`src/rtl/frame_difference_motion_detect_assert.svh`:
```
// Assertion macros shared by the motion detector modules.
// Expects clk and rst_n in the scope of each use.
`ifndef FRAME_DIFFERENCE_MOTION_DETECT_ASSERT_SVH
`define FRAME_DIFFERENCE_MOTION_DETECT_ASSERT_SVH

// same-cycle implication
`define FDMD_ASSERT_NOW(label, pre, post, msg) \
  label: assert property (@(posedge clk) disable iff (!rst_n) (pre) |-> (post)) \
    else $error(msg);

// next-cycle implication
`define FDMD_ASSERT_NEXT(label, pre, post, msg) \
  label: assert property (@(posedge clk) disable iff (!rst_n) (pre) |=> (post)) \
    else $error(msg);

`endif

```
`src/rtl/fdmd_pkg.sv`:
```
// Shared constants and types for the frame difference motion detector.
// No dependencies.
package fdmd_pkg;

  localparam int MAX_PIXELS_DEF = 524288;

  localparam int LUMA_W     = 8;
  localparam int FRAME_W    = 20;
  localparam int THRESH_W   = 10;
  localparam int VERDICT_W  = 2;
  localparam int DIFF_W     = 27;
  localparam int CFG_IDX_W  = 1;
  localparam int CFG_DATA_W = 20;

  localparam logic [FRAME_W-1:0]  FRAME_PIXELS_RST = 20'd307200;
  localparam logic [THRESH_W-1:0] THRESH_RST       = 10'd4;

  localparam logic [CFG_IDX_W-1:0] CFG_FRAME_PIXELS = 1'd0;
  localparam logic [CFG_IDX_W-1:0] CFG_THRESHOLD    = 1'd1;

  localparam logic [VERDICT_W-1:0] VERDICT_FIRST  = 2'd0;
  localparam logic [VERDICT_W-1:0] VERDICT_MOTION = 2'd1;
  localparam logic [VERDICT_W-1:0] VERDICT_STILL  = 2'd2;

  localparam int PERMILLE_SCALE = 1000;
  localparam int SCALE_W        = 10;

  localparam int FIFO_DEPTH = 8;
  localparam int FIFO_AW    = 3;
  localparam int OCC_W      = $clog2(FIFO_DEPTH + 4);

  typedef struct packed {
    logic valid;
    logic first;
  } frame_ev_t;

endpackage

```
`src/rtl/fdmd_accum.sv`:
```
// Pixel position counter and absolute difference accumulator.
// Depends on fdmd_pkg and the assertion macro header.
`include "frame_difference_motion_detect_assert.svh"
module fdmd_accum #(
  parameter int AW = $clog2(fdmd_pkg::MAX_PIXELS_DEF),
  parameter int NW = AW + 1,
  parameter int SW = AW + fdmd_pkg::LUMA_W
) (
  input  logic                        clk,
  input  logic                        rst_n,
  input  logic                        accept,
  input  logic [fdmd_pkg::LUMA_W-1:0] luma,
  input  logic [NW-1:0]               n_eff,
  input  logic [fdmd_pkg::LUMA_W-1:0] rdata,
  output logic [AW-1:0]               addr,
  output logic                        s1_pend,
  output fdmd_pkg::frame_ev_t         ev,
  output logic [SW-1:0]               sum
);

  logic [AW-1:0]               idx_r;
  logic                        have_ref_r;
  logic                        s1_vld_r;
  logic                        s1_last_r;
  logic                        s1_first_r;
  logic [fdmd_pkg::LUMA_W-1:0] s1_luma_r;
  logic [SW-1:0]               acc_r;
  fdmd_pkg::frame_ev_t         ev_r;
  logic [SW-1:0]               sum_r;

  logic [NW-1:0]               idx_inc;
  logic                        last;
  logic [fdmd_pkg::LUMA_W-1:0] diff;
  logic [fdmd_pkg::LUMA_W-1:0] add;
  logic [SW-1:0]               acc_sum;

  assign idx_inc = {1'b0, idx_r} + NW'(1);
  assign last    = idx_inc >= n_eff;

  assign diff    = (s1_luma_r > rdata) ? (s1_luma_r - rdata) : (rdata - s1_luma_r);
  assign add     = s1_first_r ? '0 : diff;
  assign acc_sum = acc_r + SW'(add);

  always_ff @(posedge clk) begin
    if (!rst_n) begin
      idx_r      <= '0;
      have_ref_r <= 1'b0;
      s1_vld_r   <= 1'b0;
      s1_last_r  <= 1'b0;
      s1_first_r <= 1'b0;
      acc_r      <= '0;
      ev_r       <= '0;
    end else begin
      s1_vld_r <= accept;
      if (accept) begin
        s1_last_r  <= last;
        s1_first_r <= !have_ref_r;
        idx_r      <= last ? '0 : idx_r + AW'(1);
        if (last) begin
          have_ref_r <= 1'b1;
        end
      end
      if (s1_vld_r) begin
        acc_r <= s1_last_r ? '0 : acc_sum;
      end
      ev_r.valid <= s1_vld_r && s1_last_r;
      ev_r.first <= s1_first_r;
    end
  end

  always_ff @(posedge clk) begin
    if (accept) begin
      s1_luma_r <= luma;
    end
    sum_r <= acc_sum;
  end

  assign addr    = idx_r;
  assign s1_pend = s1_vld_r && s1_last_r;
  assign ev      = ev_r;
  assign sum     = sum_r;

  `FDMD_ASSERT_NEXT(a_idx_wrap, accept && last, idx_r == '0, "position did not wrap at frame end")
  `FDMD_ASSERT_NEXT(a_ref_hold, have_ref_r, have_ref_r, "reference flag dropped")
  `FDMD_ASSERT_NOW(a_first_zero, ev_r.valid && ev_r.first, sum_r == '0, "first frame sum not zero")

endmodule

```
`config.mk`:
```
export PLATFORM = sky130hd
export DESIGN_NAME = fdmd_accum
export DESIGN_NICKNAME = d
export VERILOG_FILES = /design/src/rtl/fdmd_pkg.sv /design/src/rtl/fdmd_accum.sv
export VERILOG_INCLUDE_DIRS = /design/src /design/src/rtl
export SDC_FILE = /design/constraint.sdc
export NUM_CORES = 1
export LEC_CHECK = 0
export ABC_AREA = 1
export BUFFER_PORTS_ARGS = -buffer_cell sky130_fd_sc_hd__buf_2
export CORE_AREA = 3 3 125 127
export CTS_BUF_LIST = sky130_fd_sc_hd__clkbuf_8
export DETAILED_ROUTE_END_ITERATION = 8
export DIE_AREA = 0 0 128 130
export PLACE_DENSITY = 0.58
export RECOVER_POWER = 100
export SYNTH_ARGS = -nofsm -noshare
export SYNTH_HDL_FRONTEND = slang
export SYNTH_SLANG_ARGS = --single-unit
export TNS_END_PERCENT = 1
```
`constraint.sdc`:
```
create_clock -name clk -period 8.8 [get_ports clk]
set_input_delay 1.32 -clock clk [delete_from_list [all_inputs] [get_ports clk]]
set_output_delay 1.32 -clock clk [all_outputs]
set_load 0.01 [all_outputs]
```
==> metrics <==
vias in the first global route=4,944; Die Wd=about 130 um; total gr overflow=0; core area=~15,000 um2; period utilisation layout=between 40% and 50%; Tot GR Track Use=roughly 17%; Die Area=~17,000 um2; DRC errors left=0; ranking of synthesized cells by area=dfxtp_1 (27%), nand2_1 (17%), ha_1 (9.5%); worst ir drop on vdd=0.0000612 V; Synth top area share=a little over a quarter; 1st-pass router iterations=5; initial antenna violation count=0; power per cell area=roughly 150 nW/um2; async set-or-reset flop fraction in the synthesized netlist=0%; CTS sink cnt=87; post-route ant nets=0; Worst-Margin Slew=between 1 and 1.5 ns; DRT Wirelength=13.8 mm; worst skew pair latency=~0.37 ns; max cap viols=0; DP Cell Count=1,104; Final Hold Vio Count=0; Clock Pin Slew Worst Setup and Hold Paths=0.09 ns; Slew Limit Fails=0; global-route wire length before repair=23.4 mm; chip height=130 um; Syn-to-layout area delta=10.7%; Synth Register Bits=just under 90; vias post-DR=5,270; min Tclk post-route=4.31 ns; CTS hold repair buffers=0; number of warnings issued by yosys=0; layout cells sized above 1=under 10%; Setup CP Type=in2reg; Via density=between 4 and 5; nets@finish=1,017; status=finished, final reports clean; non-filler cells in the finished layout=roughly 1,100; Avg Inst Size Synth=between 6 and 7 um2; Critical Path Start Type=primary input; largest net degree at the start of global routing=31; Rel. slew slack=slightly below 20%; TNS Setup=0 ns; commonest non-fill, non-tap cell in the layout=nand2_1; root buffer cell=clkbuf_8; WL/cell=roughly 12 um; DPL Wire Length=roughly 11 mm; worst-path fanout max=9; RSZ-0062 raised after global routing=no; # diodes=0; CP Data Arrival Time=about 4.5 ns; CTS Buffer Depth=2; leakage power=3.09 nW; cell taking the most area after synthesis=dfxtp_1; H-tree levels=3; cell row count=between 40 and 50; Post-CTS Setup Repair Bufs=0; Setup Skew=approximately 0.013 ns; # IOs=approximately 90; post-synthesis net count=935; CP required=between 9 and 10 ns; sequential-to-total area share from yosys stat=31.5%; Mapped Area=5780 um2; element type at the critical path end=flip-flop; total CTS buffers=9; CTS tree=built; 1st-iter DRT viols=~270; Hold Path Class=reg2reg; Post-synth EDFFs=8; port bufs=between 80 and 90; Syn Inst Count=849; Achievable Freq=approximately 230 MHz; Starting Density=about two fifths; ys flop type=dfxtp_1; Finish-stage setup viols=0; post-CTS sizing=0; commonest non-fill, non-tap cells in the layout=nand2_1 (270), inv_1 (129), dfxtp_1 (79), nor2_1 (71), clkbuf_1 (53); GP Congestion=between 0.8 and 0.9; Netlist cell types=45
-- kinds of logic (layout without fill, tap and decap cells) --
logic type / Yosys count / after routing / synth area share, %
compound gates: 74 / 74 / 7.10
xor+xnor: 27 / 27 / 4.09
fa+ha+maj: 47 / 47 / 10.6
buf+inv: 146 / 233 / 10.1
flops: 87 / 87 / 31.5
mux: 3 / 3 / 0.519
simple gates: 465 / 465 / 36.1
-- routing by layer --
metal  vias up  track usage (%)  routed length (um)
li1       2800                -                   -
met1      2343             23.7                6860
met2       110             27.7                5990
met3        17             4.30                 736
met4         0             5.12                 254
met5         -                0                   0
-- cells in the mapped netlist (4+ instances only) --
library cell  number
a21oi_1           44
a21oi_2            4
and2_1            17
buf_2              4
clkbuf_1           5
dfxtp_1           79
edfxtp_1           8
ha_1              44
inv_1            125
nand2_1          258
nand2_2           21
nand3_1           49
nand3_2            4
nand3b_1           4
nand4_1           10
nor2_1            68
nor2_2            15
o21ai_0           16
xnor2_1            5
xor2_1            22
-- per-stage QoR --
stage / util (%) / hold slack (ns) / power, mW / setup slack (ns) / cell area (um2)
after floorplan: - / 0.430 / 0.616 / 4.97 / 5780
after global placement: 43.8 / 0.442 / 0.685 / 4.49 / 6360
after detailed placement: 43.8 / 0.444 / 0.686 / 4.51 / 6360
after CTS: 45.0 / 0.459 / 0.955 / 4.91 / 6540
after global routing: 44.0 / 0.474 / 0.999 / 4.11 / 6400
final: 44.0 / 0.463 / 0.931 / 4.49 / 6400
-- power breakdown --
group | internal [mW] | switching, mW
Clock | 0.122 | 0.143
Combinational | 0.0791 | 0.143
Sequential | 0.429 | 0.0153
-- area by class of cell --
class                           instances  area [um2]
Clock buffer                           12         165
Clock inverter                          4        15.0
Fill cell                            1617        8130
Inverter                              129         487
Multi-Input combinational cell        616        3300
Sequential cell                        87        1820
Tap cell                              184         230
Timing Repair Buffer                   88         377
-- final timing paths --
path,from,endpoint,slack (ns),cells past startpoint
worst max-delay path,rdata[0],acc_r[9]$_SDFFE_PN0P_,4.49,23
worst min-delay path,have_ref_r$_SDFFE_PN0P_,have_ref_r$_SDFFE_PN0P_,0.46,2
worst max register to register,s1_luma_r[0]$_DFFE_PP_,acc_r[9]$_SDFFE_PN0P_,5.11,23
worst min register to register,have_ref_r$_SDFFE_PN0P_,have_ref_r$_SDFFE_PN0P_,0.46,2
-- worst max-delay path, cell delays in order --
cell and delay, ns:
clkbuf_1 0.11, ha_1 0.17, inv_1 0.06, fa_1 0.41
nand2_1 0.09, nand2_1 0.07, nand2_1 0.07, o211ai_1 0.08
nand2_1 0.22, clkinvlp_2 0.27, nand2_1 0.12, nand2_1 0.05
nor2_1 0.15, ha_1 0.31, nand2_1 0.14, inv_1 0.05
nand2_1 0.06, nand2_1 0.08, inv_1 0.06, nand3_1 0.18
or2_2 0.33, nand3_1 0.07, a21oi_1 0.06
-- flip-flops by register name, summed over array words and instances, names as in the netlist --
signal      count
acc_r          27
addr           19
ev              2
have_ref_r      1
s1_first_r      1
s1_last_r       1
s1_luma_r       8
s1_vld_r        1
sum            27
(Power assumes the default switching activity.)
