$ cat config.mk
export PLATFORM = sky130hd
export DESIGN_NAME = fdmd_verdict
export DESIGN_NICKNAME = d
export VERILOG_FILES = /design/src/rtl/fdmd_pkg.sv /design/src/rtl/fdmd_verdict.sv
export VERILOG_INCLUDE_DIRS = /design/src /design/src/rtl
export SDC_FILE = /design/constraint.sdc
export NUM_CORES = 1
export LEC_CHECK = 0
export BUFFER_PORTS_ARGS = -buffer_cell sky130_fd_sc_hd__buf_2
export CELL_PAD_IN_SITES_DETAIL_PLACEMENT = 0
export CELL_PAD_IN_SITES_GLOBAL_PLACEMENT = 1
export CORE_ASPECT_RATIO = 1.25
export CORE_UTILIZATION = 30
export CTS_CLUSTER_DIAMETER = 60
export DETAILED_ROUTE_END_ITERATION = 6
export GPL_ROUTABILITY_DRIVEN = 0
export GPL_TIMING_DRIVEN = 0
export PLACE_DENSITY_LB_ADDON = 0.1
export SETUP_SLACK_MARGIN = 0.5
export SLEW_MARGIN = 10
export SYNTH_ARGS = -nofsm -noshare
export SYNTH_HDL_FRONTEND = slang
export SYNTH_SLANG_ARGS = --single-unit
$ cat constraint.sdc
create_clock -name clk -period 9.5 [get_ports clk]
set_input_delay 0 -clock clk [delete_from_list [all_inputs] [get_ports clk]]
set_output_delay 0 -clock clk [all_outputs]
set_load 0.02 [all_outputs]
$ cat src/rtl/frame_difference_motion_detect_assert.svh
// Assertion macros shared by the motion detector modules.
// Expects clk and rst_n in the scope of each use.
`ifndef FRAME_DIFFERENCE_MOTION_DETECT_ASSERT_SVH
`define FRAME_DIFFERENCE_MOTION_DETECT_ASSERT_SVH

// same-cycle implication
`define FDMD_ASSERT_NOW(label, pre, post, msg) \
  label: assert property (@(posedge clk) disable iff (!rst_n) (pre) |-> (post)) \
    else $error(msg);

// next-cycle implication
`define FDMD_ASSERT_NEXT(label, pre, post, msg) \
  label: assert property (@(posedge clk) disable iff (!rst_n) (pre) |=> (post)) \
    else $error(msg);

`endif

$ cat src/rtl/fdmd_pkg.sv
// Shared constants and types for the frame difference motion detector.
// No dependencies.
package fdmd_pkg;

  localparam int MAX_PIXELS_DEF = 524288;

  localparam int LUMA_W     = 8;
  localparam int FRAME_W    = 20;
  localparam int THRESH_W   = 10;
  localparam int VERDICT_W  = 2;
  localparam int DIFF_W     = 27;
  localparam int CFG_IDX_W  = 1;
  localparam int CFG_DATA_W = 20;

  localparam logic [FRAME_W-1:0]  FRAME_PIXELS_RST = 20'd307200;
  localparam logic [THRESH_W-1:0] THRESH_RST       = 10'd4;

  localparam logic [CFG_IDX_W-1:0] CFG_FRAME_PIXELS = 1'd0;
  localparam logic [CFG_IDX_W-1:0] CFG_THRESHOLD    = 1'd1;

  localparam logic [VERDICT_W-1:0] VERDICT_FIRST  = 2'd0;
  localparam logic [VERDICT_W-1:0] VERDICT_MOTION = 2'd1;
  localparam logic [VERDICT_W-1:0] VERDICT_STILL  = 2'd2;

  localparam int PERMILLE_SCALE = 1000;
  localparam int SCALE_W        = 10;

  localparam int FIFO_DEPTH = 8;
  localparam int FIFO_AW    = 3;
  localparam int OCC_W      = $clog2(FIFO_DEPTH + 4);

  typedef struct packed {
    logic valid;
    logic first;
  } frame_ev_t;

endpackage

$ cat src/rtl/fdmd_verdict.sv
// Threshold compare and result queue for the motion detector.
// Depends on fdmd_pkg and the assertion macro header.
`include "frame_difference_motion_detect_assert.svh"
module fdmd_verdict #(
  parameter int NW = $clog2(fdmd_pkg::MAX_PIXELS_DEF) + 1,
  parameter int SW = $clog2(fdmd_pkg::MAX_PIXELS_DEF) + fdmd_pkg::LUMA_W
) (
  input  logic                           clk,
  input  logic                           rst_n,
  input  fdmd_pkg::frame_ev_t            ev,
  input  logic [SW-1:0]                  sum,
  input  logic [NW-1:0]                  n_eff,
  input  logic [fdmd_pkg::THRESH_W-1:0]  thresh,
  input  logic                           out_stall,
  output logic                           out_valid,
  output logic [fdmd_pkg::VERDICT_W-1:0] out_verdict,
  output logic [fdmd_pkg::DIFF_W-1:0]    out_diff_sum,
  output logic [fdmd_pkg::OCC_W-1:0]     occ
);

  localparam int LW  = SW + fdmd_pkg::SCALE_W;
  localparam int N8W = NW + fdmd_pkg::LUMA_W;
  localparam int RW  = N8W + fdmd_pkg::THRESH_W;
  localparam int MW  = (LW > RW) ? LW : RW;
  localparam int CNT_W = fdmd_pkg::FIFO_AW + 1;

  logic [N8W-1:0]                  n255_r;
  logic [RW-1:0]                   rhs_r;
  logic                            s3_vld_r;
  logic                            s3_first_r;
  logic [LW-1:0]                   s3_lhs_r;
  logic [fdmd_pkg::DIFF_W-1:0]     s3_sum_r;

  logic [fdmd_pkg::VERDICT_W-1:0]  fifo_verdict_r [fdmd_pkg::FIFO_DEPTH];
  logic [fdmd_pkg::DIFF_W-1:0]     fifo_diff_r    [fdmd_pkg::FIFO_DEPTH];
  logic [fdmd_pkg::FIFO_AW-1:0]    wr_ptr_r;
  logic [fdmd_pkg::FIFO_AW-1:0]    rd_ptr_r;
  logic [CNT_W-1:0]                cnt_r;

  logic                            motion;
  logic [fdmd_pkg::VERDICT_W-1:0]  verdict_nxt;
  logic                            push;
  logic                            pop;

  assign motion      = MW'(s3_lhs_r) > MW'(rhs_r);
  assign verdict_nxt = s3_first_r ? fdmd_pkg::VERDICT_FIRST :
                       motion     ? fdmd_pkg::VERDICT_MOTION : fdmd_pkg::VERDICT_STILL;
  assign push        = s3_vld_r;
  assign pop         = out_valid && !out_stall;

  always_ff @(posedge clk) begin
    n255_r     <= {n_eff, {fdmd_pkg::LUMA_W{1'b0}}} - N8W'(n_eff);
    rhs_r      <= RW'(n255_r) * RW'(thresh);
    s3_first_r <= ev.first;
    s3_lhs_r   <= LW'(sum) * LW'(fdmd_pkg::PERMILLE_SCALE);
    s3_sum_r   <= fdmd_pkg::DIFF_W'(sum);
    if (push) begin
      fifo_verdict_r[wr_ptr_r] <= verdict_nxt;
      fifo_diff_r[wr_ptr_r]    <= s3_sum_r;
    end
  end

  always_ff @(posedge clk) begin
    if (!rst_n) begin
      s3_vld_r <= 1'b0;
      wr_ptr_r <= '0;
      rd_ptr_r <= '0;
      cnt_r    <= '0;
    end else begin
      s3_vld_r <= ev.valid;
      if (push) begin
        wr_ptr_r <= wr_ptr_r + fdmd_pkg::FIFO_AW'(1);
      end
      if (pop) begin
        rd_ptr_r <= rd_ptr_r + fdmd_pkg::FIFO_AW'(1);
      end
      if (push && !pop) begin
        cnt_r <= cnt_r + CNT_W'(1);
      end else if (pop && !push) begin
        cnt_r <= cnt_r - CNT_W'(1);
      end
    end
  end

  assign out_valid    = cnt_r != '0;
  assign out_verdict  = fifo_verdict_r[rd_ptr_r];
  assign out_diff_sum = fifo_diff_r[rd_ptr_r];
  assign occ          = fdmd_pkg::OCC_W'(cnt_r) + fdmd_pkg::OCC_W'(s3_vld_r)
                      + fdmd_pkg::OCC_W'(ev.valid);

  `FDMD_ASSERT_NOW(a_no_overflow, push && !pop, cnt_r < CNT_W'(fdmd_pkg::FIFO_DEPTH), "result queue overflow")
  `FDMD_ASSERT_NOW(a_first_out, out_valid && out_verdict == fdmd_pkg::VERDICT_FIRST, out_diff_sum == '0, "first frame result carries a sum")

endmodule
==> impl_metrics.prom <==
# TYPE chip_impl_metric gauge
chip_impl_info{name="run_status",value="complete, no violations"} 1
chip_impl_metric{name="detailedPlacementHpwl",unit="mm"} 54.2
chip_impl_metric{name="worstSetupPathDepth",unit=""} 19
chip_impl_metric{name="synthCells",unit=""} 2325
chip_impl_metric{name="cts_max_level",unit=""} 2
chip_impl_metric{name="drv.max_cap_violation_count",unit=""} 0
chip_impl_metric{name="globalRouteTotalUtil",unit="%"} 15.4
chip_impl_metric{name="fin_crit",unit="ps"} 6020
chip_impl_metric{name="avgSynthCellArea",unit="µm²"} 11.7
chip_impl_metric{name="place.detailed.instances",unit=""} 3602
chip_impl_metric{name="route.vias.total",unit=""} 16842
chip_impl_metric{name="finalHoldViolCount",unit=""} 0
chip_impl_metric{name="synth-seq-area-share",unit="%"} 36.1
chip_impl_metric{name="grt_remaining_overflow",unit=""} 0
chip_impl_info{name="crit_type",value="reg2reg"} 1
chip_impl_metric{name="finish.instance_area",unit="µm²"} 31500
chip_impl_metric{name="critical_path_required_time",unit="ps"} 9970
chip_impl_metric{name="quantity_of_i_o_buffers_inserted_on_ports",unit=""} 85
chip_impl_metric{name="first_global_vias",unit=""} 18872
chip_impl_metric{name="ys_types",unit=""} 66
chip_impl_metric{name="antenna_found_initial",unit=""} 2
chip_impl_metric{name="dieWidth",unit="µm"} 271
chip_impl_metric{name="drcViolationCount",unit=""} 0
chip_impl_metric{name="ioPinCount",unit=""} 96
chip_impl_metric{name="final.setup.tns",unit="ps"} 0
chip_impl_info{name="dominantRegCellSynth",value="edfxtp_1"} 1
chip_impl_metric{name="clock_transition_at_the_register_clock_pins_on_the_worst_setup_and_hold_paths_after_cts",unit="ps"} 60
chip_impl_metric{name="synth-warning-count",unit=""} 0
chip_impl_info{name="ys_top_cells_by_area",value="edfxtp_1, fa_1, dfxtp_1"} 1
chip_impl_info{name="worst_path_most_repeated_cell",value="fa_1"} 1
chip_impl_info{name="worstSetupEndpointType",value="flop"} 1
chip_impl_metric{name="slew_headroom",unit="%"} 29.2
chip_impl_metric{name="grt_use_met2",unit="%"} 30.5
chip_impl_info{name="critical_path.cell_chain",value="clkbuf_1, nand2_1, fa_1, inv_1, fa_1, inv_1, fa_1, inv_1, fa_1, fa_1, ha_1, and4_1, a21oi_1, and4_1, a21oi_2, a211oi_2, o41ai_2, a221oi_2, xnor2_1"} 1
chip_impl_metric{name="antenna_violating_nets_post_route",unit=""} 0
chip_impl_metric{name="num-nets-final",unit=""} 3105
chip_impl_metric{name="initial_utilization",unit="%"} 30.4
chip_impl_info{name="setup.worst_path.start_class",value="flop"} 1
chip_impl_info{name="rsz0062_at_grt",value="no"} 1
chip_impl_metric{name="wl_per_cell",unit="µm"} 18.2
chip_impl_metric{name="core_area",unit="µm²"} 89000
chip_impl_metric{name="numClockSinks",unit=""} 372
chip_impl_metric{name="post-route-period-util",unit="%"} 63.4
chip_impl_metric{name="grt_first_pass_wirelength",unit="mm"} 109
chip_impl_metric{name="instances_no_fill",unit=""} 3752
chip_impl_info{name="cts-root-buf",value="clkbuf_16"} 1
chip_impl_metric{name="timing.critical_path.arrival",unit="ps"} 6490
chip_impl_metric{name="max_clock_freq",unit="GHz"} 0.166
chip_impl_metric{name="drt_wl_total",unit="mm"} 68.4
chip_impl_metric{name="synth_enable_flop_cells",unit=""} 232
chip_impl_metric{name="rows",unit=""} 122
chip_impl_metric{name="synthesis.nets",unit=""} 2894
chip_impl_metric{name="worst-path-max-fanout",unit=""} 10
chip_impl_metric{name="global_route.usage.met1",unit="%"} 17.3
chip_impl_metric{name="synth.ff_latch_count",unit=""} 372
chip_impl_metric{name="whs",unit="ps"} 55.4
chip_impl_metric{name="length_in_cells_of_the_worst_reg_to_reg_path",unit=""} 19
chip_impl_metric{name="post_synth_instance_area",unit="µm²"} 27100
chip_impl_metric{name="timing_max_transition_violations_final",unit=""} 0
chip_impl_metric{name="hold-path-cell-count",unit=""} 2
chip_impl_metric{name="routed_via_density",unit=""} 4.49
chip_impl_info{name="worst_min_delay_path_class",value="in2reg"} 1
chip_impl_info{name="cts_tree",value="yes"} 1
chip_impl_metric{name="drt_iter0_drc",unit=""} 614
chip_impl_metric{name="synthDominantCellAreaShare",unit="%"} 25.7
chip_impl_metric{name="placed_cell_area",unit="µm²"} 29300
chip_impl_info{name="yosys.area.top_type",value="edfxtp_1"} 1
chip_impl_metric{name="cts_max_path_buffers",unit=""} 3
chip_impl_metric{name="cts_buffers",unit=""} 46
chip_impl_metric{name="final-setup-viol-count",unit=""} 0
chip_impl_metric{name="largest_net_degree_at_the_start_of_global_routing",unit=""} 18
chip_impl_metric{name="grtUsageMet3",unit="%"} 1.87
chip_impl_metric{name="async_reset_ff_share",unit="%"} 0
chip_impl_metric{name="synthToLayoutAreaGrowth",unit="%"} 16.2
chip_impl_metric{name="die-height",unit="µm"} 338
chip_impl_metric{name="worst_slew_pin_slew",unit="ps"} 1060
chip_impl_metric{name="path_buf_inv",unit=""} 4
chip_impl_info{name="path_delay_family",value="adder cells"} 1
chip_impl_metric{name="drt_pre_antenna_iters",unit=""} 7
chip_impl_metric{name="post_cts.resized_instances",unit=""} 0
chip_impl_metric{name="final_layout_size_suffix_gt1_share",unit="%"} 11.5
chip_impl_metric{name="final.setup_skew",unit="ps"} 20.8
chip_impl_info{name="critical-path-slowest-cell",value="fa_1"} 1
chip_impl_metric{name="timing.critical_path.slowest_cell_delay",unit="ps"} 570
chip_impl_metric{name="insertion_delay",unit="ps"} 590
chip_impl_info{name="routing_layer_with_the_top_usage_in_global_route",value="met2"} 1
chip_impl_metric{name="dieArea",unit="µm²"} 91500
cells by family (layout without fill, tap and decap cells):
group,count (synthesis),after routing,share of synthesized area (%)
AND/OR/NAND/NOR,525,525,9.67
adder cells (fa/ha/maj),507,507,31.9
buffers and inverters,476,724,6.62
flip-flops,372,372,36.1
AO/OA/AOI/OAI,259,259,6.53
XOR/XNOR,95,95,3.07
multiplexers,91,91,6.17
other,0,1,0
path summary, 6_finish.rpt:
kind | endpoint | from | slack (ps)
max | rhs_r[35] | n255_r[7] | 3480
min | s3_first_r | ev[0] | 60
max reg2reg | rhs_r[35] | n255_r[7] | 3480
min reg2reg | cnt_r[3] | cnt_r[3] | 540
area by class of cell:
type / instances / area, µm²
clock inverter: 31 / 344
inverter: 394 / 1480
tap: 1178 / 1470
clock buffer: 54 / 1210
timing repair buffer: 163 / 1300
fill: 8905 / 57500
antenna: 1 / 2.50
buffer: 82 / 314
multi-input combinational: 1477 / 15600
sequential: 372 / 9770
cells in the mapped netlist (6+ instances only):
cell type    n
inv_1      393
fa_1       306
edfxtp_1   232
nand2_1    206
ha_1       201
and2_1     143
dfxtp_1    140
a21oi_1     82
clkbuf_1    73
a21o_1      63
xnor2_1     63
mux4_2      58
nor2_1      58
xor2_1      32
mux2_2      29
o21ai_0     29
nor3_1      21
nand4_1     19
nand3_1     18
nor2b_1     13
and3_1      12
a31oi_1     11
a211oi_1    10
nand2b_1     9
and4_1       7
o21bai_1     7
a211oi_2     6
o21a_1       6
cell usage in the layout (no fill, tap or decap), drive strengths merged, types with 6 or more instances in the layout:
cell | netlist | final
a211oi | 17 | 17
a21o | 63 | 63
a21oi | 83 | 83
a31oi | 11 | 11
and2 | 144 | 144
and3 | 12 | 12
and4 | 7 | 7
buf | 9 | 109
clkbuf | 73 | 127
clkinv | 1 | 18
dfxtp | 140 | 140
dlygate4sd3 | 0 | 63
edfxtp | 232 | 232
fa | 306 | 306
ha | 201 | 201
inv | 393 | 400
mux2 | 29 | 29
mux4 | 58 | 58
nand2 | 206 | 206
nand2b | 9 | 9
nand3 | 18 | 18
nand4 | 19 | 19
nor2 | 58 | 58
nor2b | 13 | 13
nor3 | 22 | 22
o21a | 6 | 6
o21ai | 34 | 34
o21bai | 7 | 7
o31ai | 6 | 6
xnor2 | 63 | 63
xor2 | 32 | 32
through the flow:
stage / worst slack, ps / utilization, %
finish: 3480 / 35.4
detailed placement: 2950 / 32.9
global route: 3120 / 35.4
floorplan: 4210 / -
global placement: 2950 / 32.6
CTS: 3340 / 35.4
layer usage:
layer | wire (µm) | share of wire, %
met1 | 27700 | 40
met3 | 1830 | 2.7
met4 | 1250 | 1.8
met2 | 37600 | 55
met5 | 8 | 0.012
flip-flops by register name (all words and copies together), names as in the netlist, named ones only:
| register | flops |
|---|---|
| fifo_diff_r | 216 |
| rhs_r | 38 |
| s3_lhs_r | 32 |
| n255_r | 28 |
| s3_sum_r | 27 |
| fifo_verdict_r | 16 |
| cnt_r | 4 |
| rd_ptr_r | 3 |
| wr_ptr_r | 3 |
| push | 1 |
| s3_first_r | 1 |
timing repair:
action | CTS | global route
hold buffers | 63 | 0
setup buffers | 0 | 0
endpoints found under the hold margin | 73 | 0
Power is left out: the tool's default activity adds up to more than one toggle a clock period on the data nets, which glitch-free logic cannot reach.
